File: config.mk
export PLATFORM = sky130hd
export DESIGN_NAME = tacho_motor_angle_time_control
export DESIGN_NICKNAME = d
export VERILOG_FILES = /design/src/tmc_pkg.sv /design/src/tmc_update.sv /design/src/tacho_motor_angle_time_control.sv
export SDC_FILE = /design/constraint.sdc
export NUM_CORES = 1
export LEC_CHECK = 0
export BUFFER_PORTS_ARGS = -buffer_cell sky130_fd_sc_hd__buf_2
export CORE_ASPECT_RATIO = 0.5
export CORE_MARGIN = 2
export CORE_UTILIZATION = 50
export CTS_BUF_LIST = sky130_fd_sc_hd__clkbuf_2
export CTS_CLUSTER_SIZE = 40
export DETAILED_ROUTE_END_ITERATION = 10
export PLACE_DENSITY_LB_ADDON = 0.15
export SLEW_MARGIN = 20
export SYNTH_ARGS = -nofsm -noshare
export SYNTH_HDL_FRONTEND = slang
export SYNTH_SLANG_ARGS = --single-unit
File: constraint.sdc
create_clock -name clk -period 23.1 [get_ports clk]
set_clock_uncertainty 0.05 [all_clocks]
set_input_delay 1.155 -clock clk [delete_from_list [all_inputs] [get_ports clk]]
set_output_delay 1.155 -clock clk [all_outputs]
set_load 0.01 [all_outputs]
File: src/tmc_pkg.sv
// Shared types, codes and constants for the tach counter and drive controller.
// Used by tmc_update and the top level tacho_motor_angle_time_control.
package tmc_pkg;

  localparam int MOTOR_COUNT_DEF = 3;

  // Fixed field widths
  localparam int CMD_W = 3;
  localparam int IDX_W = 2;
  localparam int CNT_W = 32;
  localparam int SPD_W = 8;

  localparam logic signed [SPD_W-1:0] SPEED_MAX = 8'sd100;
  localparam logic signed [SPD_W-1:0] SPEED_MIN = -8'sd100;

  // Command codes; 6 and 7 are unused and act like a read
  typedef enum logic [CMD_W-1:0] {
    CMD_TACH      = 3'd0,
    CMD_STOP      = 3'd1,
    CMD_ROTATE    = 3'd2,
    CMD_ROT_ANGLE = 3'd3,
    CMD_ROT_TIME  = 3'd4,
    CMD_READ      = 3'd5
  } cmd_t;

  typedef enum logic [1:0] {
    MODE_STOP  = 2'd0,
    MODE_CONT  = 2'd1,
    MODE_ANGLE = 2'd2,
    MODE_TIME  = 2'd3
  } mode_t;

  // One motor's stored state
  typedef struct packed {
    mode_t            mode;
    logic             brake;
    logic [CNT_W-1:0] count;
    logic [CNT_W-1:0] target;
  } entry_t;

  localparam entry_t ENTRY_RST = '{mode: MODE_STOP, brake: 1'b1, count: '0, target: '0};

  // One request as held in the read stage
  typedef struct packed {
    logic [CMD_W-1:0]        cmd;
    logic                    tach;
    logic                    dir;
    logic signed [SPD_W-1:0] speed;
    logic [CNT_W-1:0]        amount;
    logic                    brake;
    logic [CNT_W-1:0]        now;
  } req_t;

  // Result fields other than the motor index
  typedef struct packed {
    logic                    drive_update;
    logic signed [SPD_W-1:0] drive_speed;
    logic                    drive_brake;
    logic [CNT_W-1:0]        tach_count;
    mode_t                   motor_mode;
  } res_t;

  // Clamp a requested speed to +/-100
  function automatic logic signed [SPD_W-1:0] sat_speed(input logic signed [SPD_W-1:0] s);
    logic signed [SPD_W-1:0] v;
    v = s;
    if (s > SPEED_MAX) v = SPEED_MAX;
    else if (s < SPEED_MIN) v = SPEED_MIN;
    return v;
  endfunction

endpackage

File: src/tmc_update.sv
// Modify step of the per-motor read-modify-write: new entry and result.
// Depends on tmc_pkg.
module tmc_update (
  input  tmc_pkg::req_t   req,
  input  logic            in_range,
  input  tmc_pkg::entry_t cur,
  output tmc_pkg::entry_t entry_nxt,
  output tmc_pkg::res_t   res
);
  import tmc_pkg::*;

  logic signed [SPD_W-1:0] spd;
  logic [CNT_W-1:0]        count_step;
  logic                    auto_stop;

  assign spd        = sat_speed(req.speed);
  assign count_step = (req.tach != req.dir) ? cur.count + 1'b1 : cur.count - 1'b1;
  assign auto_stop  = ((cur.mode == MODE_ANGLE) && (count_step == cur.target)) ||
                      ((cur.mode == MODE_TIME) && (req.now >= cur.target));

  // Command decode
  always_comb begin
    entry_nxt        = cur;
    res.drive_update = 1'b0;
    res.drive_speed  = '0;
    res.drive_brake  = 1'b0;
    unique case (cmd_t'(req.cmd))
      CMD_TACH: begin
        entry_nxt.count = count_step;
        if (auto_stop) begin
          entry_nxt.mode   = MODE_STOP;
          res.drive_update = 1'b1;
          res.drive_brake  = cur.brake;
        end
      end
      CMD_STOP: begin
        entry_nxt.mode   = MODE_STOP;
        res.drive_update = 1'b1;
        res.drive_brake  = req.brake;
      end
      CMD_ROTATE: begin
        entry_nxt.mode   = MODE_CONT;
        res.drive_update = 1'b1;
        res.drive_speed  = spd;
      end
      CMD_ROT_ANGLE, CMD_ROT_TIME: begin
        res.drive_update = 1'b1;
        if (spd == '0) begin
          // zero speed is a plain stop
          entry_nxt.mode  = MODE_STOP;
          res.drive_brake = req.brake;
        end else begin
          if (cmd_t'(req.cmd) == CMD_ROT_ANGLE) begin
            entry_nxt.target = spd[SPD_W-1] ? cur.count - req.amount : cur.count + req.amount;
            entry_nxt.mode   = MODE_ANGLE;
          end else begin
            entry_nxt.target = req.now + req.amount;
            entry_nxt.mode   = MODE_TIME;
          end
          entry_nxt.brake = req.brake;
          res.drive_speed = spd;
        end
      end
      default: ;
    endcase
    res.tach_count = entry_nxt.count;
    res.motor_mode = entry_nxt.mode;
    // unknown motor: everything but the index reads zero
    if (!in_range) begin
      res = '0;
    end
  end

endmodule

File: src/tacho_motor_angle_time_control.sv
// Tach counter and drive controller for MOTOR_COUNT motors, state held in one memory.
// out_valid rises once a taken request has passed the memory read and the update.
// Throughput: one request per cycle while out_stall does not hold the output; the
// read/update/write loop on the motor state memory sets it, with forwarding for
// back-to-back requests on one motor.
// Reset: all motors read as stopped, brake set, count and target zero (per-entry
// valid bits, no clearing pass); pipeline and output emptied.
module tacho_motor_angle_time_control #(
  parameter int MOTOR_COUNT = tmc_pkg::MOTOR_COUNT_DEF
) (
  input  logic                                    clk,
  input  logic                                    rst_n,
  input  logic                                    in_valid,
  output logic                                    in_stall,
  input  logic [tmc_pkg::CMD_W-1:0]               in_command,
  input  logic [tmc_pkg::IDX_W-1:0]               in_motor_index,
  input  logic                                    in_tach_level,
  input  logic                                    in_dir_level,
  input  logic signed [tmc_pkg::SPD_W-1:0]        in_speed_request,
  input  logic [tmc_pkg::CNT_W-1:0]               in_amount,
  input  logic                                    in_brake_request,
  input  logic [tmc_pkg::CNT_W-1:0]               in_now_ms,
  output logic                                    out_valid,
  input  logic                                    out_stall,
  output logic                                    out_drive_update,
  output logic [tmc_pkg::IDX_W-1:0]               out_drive_motor,
  output logic signed [tmc_pkg::SPD_W-1:0]        out_drive_speed,
  output logic                                    out_drive_brake,
  output logic [tmc_pkg::CNT_W-1:0]               out_tach_count,
  output logic [1:0]                              out_motor_mode
);
  import tmc_pkg::*;

  localparam int AW = (MOTOR_COUNT > 1) ? $clog2(MOTOR_COUNT) : 1;
  localparam int IW = (AW > IDX_W) ? AW : IDX_W;

  // Motor state memory and per-entry valid bits
  entry_t                 mem [MOTOR_COUNT];
  logic [MOTOR_COUNT-1:0] vld_r;

  // Read stage
  logic            s1_valid_r;
  req_t            s1_req_r;
  logic [IDX_W-1:0] s1_idx_r;
  logic            s1_inr_r;
  entry_t          rd_data_r;
  logic            rd_vld_r;
  logic            fwd_r;
  entry_t          fwd_data_r;

  // Output register
  logic             out_valid_r;
  logic [IDX_W-1:0] out_idx_r;
  res_t             out_res_r;

  logic            in_acc;
  logic            out_take;
  logic            s1_adv;
  logic [IW-1:0]   in_idx_ext;
  logic [IW-1:0]   s1_idx_ext;
  logic [AW-1:0]   rd_addr;
  logic [AW-1:0]   wr_addr;
  logic            in_inr;
  logic            wr_en;
  entry_t          cur;
  entry_t          entry_nxt;
  res_t            res;
  req_t            in_req;

  // Handshake: a request may enter while a result waits, if the read stage is free
  assign out_take = !out_valid_r || !out_stall;
  assign s1_adv   = s1_valid_r && out_take;
  assign in_stall = s1_valid_r && !out_take;
  assign in_acc   = in_valid && !in_stall;

  assign in_idx_ext = IW'(in_motor_index);
  assign s1_idx_ext = IW'(s1_idx_r);
  assign rd_addr    = in_idx_ext[AW-1:0];
  assign wr_addr    = s1_idx_ext[AW-1:0];
  assign in_inr     = 32'(in_motor_index) < 32'(MOTOR_COUNT);
  assign wr_en      = s1_adv && s1_inr_r;

  assign in_req = '{cmd: in_command, tach: in_tach_level, dir: in_dir_level,
                    speed: in_speed_request, amount: in_amount,
                    brake: in_brake_request, now: in_now_ms};

  // Current entry: forwarded write, stored value, or reset value
  assign cur = fwd_r ? fwd_data_r : (rd_vld_r ? rd_data_r : ENTRY_RST);

  tmc_update u_update (
    .req       (s1_req_r),
    .in_range  (s1_inr_r),
    .cur       (cur),
    .entry_nxt (entry_nxt),
    .res       (res)
  );

  // Memory write and registered read
  always_ff @(posedge clk) begin
    if (wr_en) begin
      mem[wr_addr] <= entry_nxt;
    end
    if (in_acc && in_inr) begin
      rd_data_r <= mem[rd_addr];
    end
  end

  // Control state
  always_ff @(posedge clk) begin
    if (!rst_n) begin
      s1_valid_r  <= 1'b0;
      out_valid_r <= 1'b0;
      vld_r       <= '0;
      fwd_r       <= 1'b0;
      rd_vld_r    <= 1'b0;
    end else begin
      if (in_acc) begin
        s1_valid_r <= 1'b1;
      end else if (s1_adv) begin
        s1_valid_r <= 1'b0;
      end
      if (s1_adv) begin
        out_valid_r <= 1'b1;
      end else if (!out_stall) begin
        out_valid_r <= 1'b0;
      end
      if (wr_en) begin
        vld_r[wr_addr] <= 1'b1;
      end
      if (in_acc) begin
        rd_vld_r <= in_inr && vld_r[rd_addr];
        // same motor written this edge: take the new entry
        fwd_r    <= wr_en && in_inr && (wr_addr == rd_addr);
      end
    end
  end

  // Payload registers
  always_ff @(posedge clk) begin
    if (in_acc) begin
      s1_req_r   <= in_req;
      s1_idx_r   <= in_motor_index;
      s1_inr_r   <= in_inr;
      fwd_data_r <= entry_nxt;
    end
    if (s1_adv) begin
      out_idx_r <= s1_idx_r;
      out_res_r <= res;
    end
  end

  assign out_valid        = out_valid_r;
  assign out_drive_update = out_res_r.drive_update;
  assign out_drive_motor  = out_idx_r;
  assign out_drive_speed  = out_res_r.drive_speed;
  assign out_drive_brake  = out_res_r.drive_brake;
  assign out_tach_count   = out_res_r.tach_count;
  assign out_motor_mode   = out_res_r.motor_mode;

endmodule
==> results of run 1 <==
worst min path at each step:
stage | start | end | depth (start not counted)
after global placement | vld_r[1] | vld_r[1] | 1
after global routing | in_now_ms[2] | s1_req_r[2] | 1
final | in_command[0] | s1_req_r[75] | 1
after detailed placement | vld_r[2] | vld_r[2] | 1
after CTS | in_amount[4] | s1_req_r[37] | 1
after floorplan | vld_r[0] | vld_r[0] | 1
stage by stage:
step	cells	cell area, sq um	power, W	utilization	hold WS (ps)
after CTS	3176	28010	0.001884	0.5554	1.248
after global placement	2990	27000	0.001345	0.5354	396.9
final	3180	28020	0.001873	0.5556	146.6
after floorplan	2237	25640	0.001249	-	390.0
after global routing	3179	28020	0.001968	0.5556	8.862
after detailed placement	2990	27000	0.001347	0.5354	408.1
metal layers:
layer  GRT usage  up-vias
met1      0.4548     9164
li1            -     8934
met3     0.06350       72
met5           0        -
met2      0.3323      954
met4     0.05303        0
power groups by stage:
stage	registers, W	logic [W]	clock network [W]
6_report	0.00101	0.000327	0.000536
3_3_place_gp	0.00103	0.000317	0
2_1_floorplan	0.00102	0.000226	0
4_1_cts	0.00101	0.000321	0.000553
5_1_grt	0.00101	0.000357	0.000597
3_5_place_dp	0.00103	0.000319	0
cells by family (layout without fill, tap and decap cells):
group / Yosys count / in the layout / share of synthesized area
other: 0 / 4 / 0
multiplexers: 80 / 80 / 0.03147
AO/OA/AOI/OAI: 580 / 580 / 0.1507
adder cells (fa/ha/maj): 100 / 100 / 0.04938
XOR/XNOR: 171 / 171 / 0.05894
flip-flops: 469 / 469 / 0.5465
buffers and inverters: 137 / 386 / 0.02327
AND/OR/NAND/NOR: 700 / 700 / 0.1398
synth_stat cells (all sizes together), types with 9 or more instances:
| master | count | area [sq um] |
|---|---|---|
| edfxtp | 462 | 13870 |
| nand2 | 219 | 834.6 |
| o21ai | 182 | 925.9 |
| nor2 | 132 | 500.5 |
| xnor2 | 109 | 954.7 |
| a21oi | 103 | 519.3 |
| ha | 98 | 1226 |
| mux2i | 78 | 780.8 |
| xor2 | 61 | 534.3 |
| clkbuf | 58 | 217.7 |
| and2 | 55 | 349.1 |
| nor3 | 55 | 280.3 |
| a22oi | 46 | 379.1 |
| inv | 42 | 157.6 |
| a21o | 41 | 307.8 |
| nand3 | 40 | 222.7 |
| buf | 34 | 210.2 |
| nand4 | 30 | 187.7 |
| a211oi | 28 | 210.2 |
| nand2b | 23 | 143.9 |
| nor4 | 23 | 162.7 |
| and3 | 19 | 118.9 |
| nand3b | 19 | 153.9 |
| o21a | 19 | 142.6 |
| or3 | 18 | 117.6 |
| nor2b | 16 | 100.1 |
| o211ai | 16 | 125.1 |
| a22o | 15 | 140.1 |
| o22ai | 14 | 93.84 |
| nand4b | 13 | 120.1 |
| o31ai | 11 | 82.58 |
| a31oi | 10 | 62.56 |
| or4 | 10 | 75.07 |
| a211o | 9 | 78.83 |
| or2 | 9 | 56.31 |
layout make-up:
| type | count | area (sq um) |
|---|---|---|
| timing repair buffer | 162 | 910.9 |
| tap | 690 | 863.3 |
| sequential | 469 | 14020 |
| clock inverter | 24 | 165.2 |
| multi-input combinational | 1631 | 11110 |
| clock buffer | 155 | 775.7 |
| fill | 4398 | 22410 |
| inverter | 45 | 173.9 |
| antenna | 4 | 10.01 |
flip-flops by register name (all words and copies together), names as in the netlist, 2 cells and up:
signal and cells:
rd_data_r 67, out_drive_speed 8, out_motor_mode 2, s1_idx_ext 2
out_drive_motor 2, mem 201, fwd_data_r 67, s1_req_r 78
vld_r 3, out_tach_count 32
timing repair:
item                                    in CTS  in global routing
hold endpoints to repair                     7                  0
endpoints found under the setup margin       0                  0
hold buffers                                 7                  0
==> results.py, run 1 <==
metrics = {
    "status": {
        "status": "finished, final reports clean",
    },
    "synthesis": {
        "yosys_warnings": 0,
        "ys_seq_elements": 469,
        "postSynthAreaPerCell_sq_um": 11.46,
        "yosysSeqAreaShare": 0.5465,
        "async_flop_share": 0,
        "synth.net_count": 2421,
        "syn_inst": 2237,
        "synth_cell_type_count": 106,
        "syn_area_sq_um": 25640,
        "synth_edf_count": 462,
        "ys.flop_type": "edfxtp_1",
    },
    "worst_setup_path": {
        "r2r_slack_ps": 17720,
        "criticalPathCategory": "flop to flop",
        "crit_buf_inv": 1,
        "crit_arrival_ps": 6140,
        "crit_top_cell": "and3_1",
        "cp-end-kind": "flop",
        "crit_path_top_delay_cell": "a222oi_1",
        "endpoint": "mem[1][27]",
        "worstRegToRegCells": 17,
        "path_depth": 17,
        "rr_endpoint": "mem[1][27]",
        "cp-start-kind": "flop",
        "r2r-start": "s1_req_r[35]",
        "critPathMaxFanout": 6,
        "crit_chain": "or3_1 -> or3b_2 -> or2_2 -> inv_1 -> nand2_1 -> o31ai_1 -> xor2_1 -> ha_1 -> and3_1 -> and3_1 -> nor3b_1 -> nor2_1 -> a211oi_1 -> a41oi_1 -> nand2b_1 -> xnor2_1 -> a222oi_1",
        "startpoint": "s1_req_r[35]",
        "path_delay_family": "simple AND/OR/NAND/NOR gates",
        "cp.required_ps": 23860,
        "cp_slowest_stage_delay_ps": 720,
    },
    "power": {
        "swShare": 0.3042,
        "switching_power_w": 0.0005698,
        "vdd_drop_max_uv": 52.03,
        "power_leakage_nw": 10.49,
        "pwr-share-seq": 0.539,
        "p_comb_frac": 0.175,
        "pwr-share-clk": 0.286,
        "p_per_area_nw_per_um2": 66.85,
        "p_int_w": 0.001303,
    },
    "drt": {
        "wirelength_um": 70970,
        "drtAntennaViolNets": 0,
        "drt_iter0_markers": 2661,
        "wl_met3_um": 7940,
        "vias": 19120,
        "met2_length_um": 26270,
        "highest_layer": "met4",
        "via_per_inst": 6.014,
        "wirelength_met1_um": 35930,
        "post-route-drc-count": 0,
        "firstDrtPassIters": 5,
        "routedWlPerCell_um": 22.32,
    },
    "sta": {
        "fin_setup_tns_ps": 0,
        "min_period_over_period": 0.2328,
        "fin_ws_ps": 17720,
        "fmax_ghz": 0.1860,
        "final.min_clock_period_ps": 5378,
        "hold_violations": 0,
        "finalSetupViolCount": 0,
        "slew_headroom": 0.3176,
        "report.final.slew_viol_count": 0,
        "rsz0062_at_grt": "false",
        "tightest_slew_ps": 1024,
    },
    "hold_path": {
        "hp-class": "input port to flop",
    },
    "finish": {
        "syn_to_final_growth_pct": 9.280,
        "layout-drive-gt1-share": 0.1545,
        "final_cell_mix": "462 x edfxtp_1, 216 x nand2_1, 161 x o21ai_0, 155 x clkbuf_2, 130 x nor2_1",
        "nets": 2597,
        "layout_commonest_cell": "edfxtp_1",
    },
    "global_routing": {
        "first_global_vias": 17350,
        "grtUsageTotal": 0.2678,
        "grt_max_degree": 85,
        "antenna_found_initial": 3,
        "grt_overflow": 0,
        "grt_pass1_wl_um": 106100,
    },
    "placement": {
        "place.port_buffers": 131,
        "gp_congestion": 0.9804,
        "place_ws_ps": 17810,
        "dp_hpwl_um": 50200,
    },
    "floorplan": {
        "die_h_um": 164.1,
        "core_sq_um": 50440,
        "initial_core_util": 0.5084,
        "num_rows": 58,
        "fp.dieW_um": 324.3,
        "ios": 132,
        "die-area_sq_um": 53220,
    },
    "clock_network": {
        "cts.sinks": 469,
        "clock_latency_ps": 1130,
        "path_clk_slew_ps": 110,
        "clockBufferDepth": 3,
        "cts_root_buffer": "clkbuf_2",
        "numCtsBuffers": 104,
        "ctsResizeCount": 0,
        "htreeDepth": 3,
        "cts_tree": "yes",
        "post_cts_buffers": 0,
    },
    "run": {
        "max_cap_viol_count": 0,
    },
}
No activity file was read; power rests on OpenSTA's default activity.
==> run 2, diff against run 1 <==
Clock period 23.1 ns to 5.5 ns, I/O delays scaled along.
==> run 2 against run 1 <==
  * Clock power grew to 4.2 times the previous value
  * Cell area up 6.8%
  * Routed wire length up 5.6%
  * Maximum frequency up 4.3%
  * Register-to-register slack worse by 17000 ps
  * Hold slack gained 120 ps
==> results.py, run 2 (synthesis gave the netlist of run 1 again) <==
metrics = {
    "worst_setup_path": {
        "crit_path_top_delay_cell": "or3b_2",
        "cp.required_ps": 6290,
        "path_depth": 18,
        "criticalPathCategory": "flop to flop",
        "cp-start-kind": "flop",
        "critPathMaxFanout": 5,
        "worstRegToRegCells": 18,
        "cp_slowest_stage_delay_ps": 520,
        "path_delay_family": "simple AND/OR/NAND/NOR gates",
        "crit_chain": "or3_1 -> or3b_2 -> or2_2 -> inv_1 -> nand2_1 -> o31ai_1 -> xor2_1 -> ha_1 -> and3_1 -> and3_1 -> nor3b_2 -> nor2_1 -> a211oi_2 -> a41oi_2 -> a21oi_1 -> a31o_2 -> xnor2_1 -> a221o_1",
        "cp-end-kind": "flop",
        "crit_buf_inv": 1,
        "crit_arrival_ps": 5950,
        "crit_top_cell": "and3_1",
    },
    "power": {
        "total_power_w": 0.007969,
        "power_leakage_nw": 11.33,
        "vdd_drop_max_uv": 158.3,
        "p_per_area_nw_per_um2": 266.2,
    },
    "hold_path": {
        "hold_depth": 2,
        "hp-class": "input port to flop",
    },
    "sta": {
        "finalSetupViolCount": 0,
        "rsz0062_at_grt": "false",
        "hold_violations": 0,
        "fin_setup_tns_ps": 0,
        "report.final.slew_viol_count": 0,
        "slew_headroom": 0.3007,
        "fin_ws_ps": 345.0,
        "tightest_slew_ps": 1049,
        "final.min_clock_period_ps": 5155,
        "fmax_ghz": 0.1940,
        "min_period_over_period": 0.9373,
    },
    "clock_network": {
        "path_clk_slew_ps": 140,
        "clockBufferDepth": 3,
        "htreeDepth": 3,
        "numCtsBuffers": 102,
        "cts_tree": "yes",
        "cts_root_buffer": "clkbuf_2",
        "clock_latency_ps": 1130,
        "cts.sinks": 469,
        "post_cts_buffers": 0,
    },
    "placement": {
        "dp_cells": 3019,
        "dp_hpwl_um": 51620,
        "place_ws_ps": 215.2,
        "gp_congestion": 0.9597,
        "place.port_buffers": 131,
    },
    "drt": {
        "drtAntennaViolNets": 0,
        "via_per_inst": 5.913,
        "vias": 19910,
        "firstDrtPassIters": 6,
        "drt_iter0_markers": 2427,
        "post-route-drc-count": 0,
        "wirelength_um": 74910,
        "routedWlPerCell_um": 22.25,
    },
    "floorplan": {
        "ios": 132,
        "die-area_sq_um": 53220,
        "core_sq_um": 50440,
        "fp.dieW_um": 324.3,
        "initial_core_util": 0.5084,
        "num_rows": 58,
        "die_h_um": 164.1,
    },
    "finish": {
        "layout_commonest_cell": "edfxtp_1",
        "nets": 2785,
        "fill_cells": 4116,
        "syn_to_final_growth_pct": 16.74,
        "largest_reg_flops": 201,
        "layout-drive-gt1-share": 0.1536,
        "largest-register": "mem",
        "final_cell_mix": "462 x edfxtp_1, 216 x nand2_1, 168 x dlygate4sd3_1, 161 x o21ai_0, 148 x clkbuf_2",
        "largestRegisters": "mem x201, s1_req_r x78",
        "stdcell_count": 3367,
        "post-route-util": 0.5935,
    },
    "status": {
        "status": "finished, final reports clean",
    },
    "global_routing": {
        "busiest_layer": "met1",
        "grtUsageMet3": 0.08039,
        "grt_overflow": 0,
        "grtUsageTotal": 0.2820,
        "first_global_vias": 18270,
        "antenna_found_initial": 2,
        "grt.met2_usage": 0.3638,
        "use_met1": 0.4574,
        "grt_pass1_wl_um": 111200,
        "grt_max_degree": 93,
    },
    "run": {
        "max_cap_viol_count": 0,
    },
}
==> run 2: cell count changes in the layout (fill, tap and decap cells not counted), sizes merged <==
| cell | previous run | this run |
|---|---|---|
| buf | 155 | 184 |
| dlygate4sd3 | 7 | 168 |
| inv | 45 | 44 |
| clkinv | 20 | 30 |
| diode | 4 | 1 |
| clkinvlp | 2 | 0 |
| clkbuf | 155 | 148 |
==> run 2: worst register-to-register path: stages, from the launching register on <==
cell	delay (ps)
edfxtp_1	470
or3_1	440
or3b_2	520
or2_2	310
inv_1	60
nand2_1	120
o31ai_1	300
xor2_1	130
ha_1	390
and3_1	210
and3_1	180
nor3b_2	220
nor2_1	100
a211oi_2	270
a41oi_2	170
a21oi_1	250
a31o_2	200
xnor2_1	70
a221o_1	400
==> run 2: cell type report <==
cell class,instances,area (sq um),area share
Multi-Input combinational cell,1631,11150,0.3726
Sequential cell,469,14020,0.4683
Inverter,45,173.9,0.005810
Timing Repair Buffer,352,2790,0.09321
Clock buffer,148,740.7,0.02474
Tap cell,690,863.3,0.02884
Clock inverter,31,193.9,0.006479
Antenna cell,1,2.502,0.00008359
==> run 2: metrics by stage <==
step | hold slack (ps) | instance area (sq um)
global placement | 396.8 | 27290
detailed placement | 403.1 | 27290
floorplan | 323.9 | 25680
CTS | 174.6 | 29900
finish | 270.8 | 29940
global route | 214.4 | 29940
==> run 2: where the power goes <==
part           total, W  leakage [nW]  switching [W]  internal [W]
Combinational   0.00150          6.14       0.000910      0.000593
Sequential      0.00424          4.47       0.000111       0.00413
Clock           0.00223         0.711        0.00140      0.000823
Total           0.00797          11.3        0.00243       0.00554
==> run 2: worst paths after layout <==
path / start / slack, ps / end
worst min-delay path: in_motor_index[0] / 270 / s1_idx_ext[0]
worst max-delay path: s1_req_r[35] / 350 / fwd_data_r[31]
worst min register to register: vld_r[1] / 430 / vld_r[1]
worst max register to register: s1_req_r[35] / 350 / fwd_data_r[31]
==> run 2: per-layer routing <==
metal	vias up	part of all wire
met5	-	0.00035
met4	2	0.013
met3	99	0.12
met2	997	0.38
met1	9496	0.48
li1	9314	-
==> run 2: what timing repair did <==
item	4_1_cts	5_1_grt
gates resized for setup	0	5
hold buffers	168	0
hold endpoints to repair	178	0
endpoints found under the setup margin	0	14
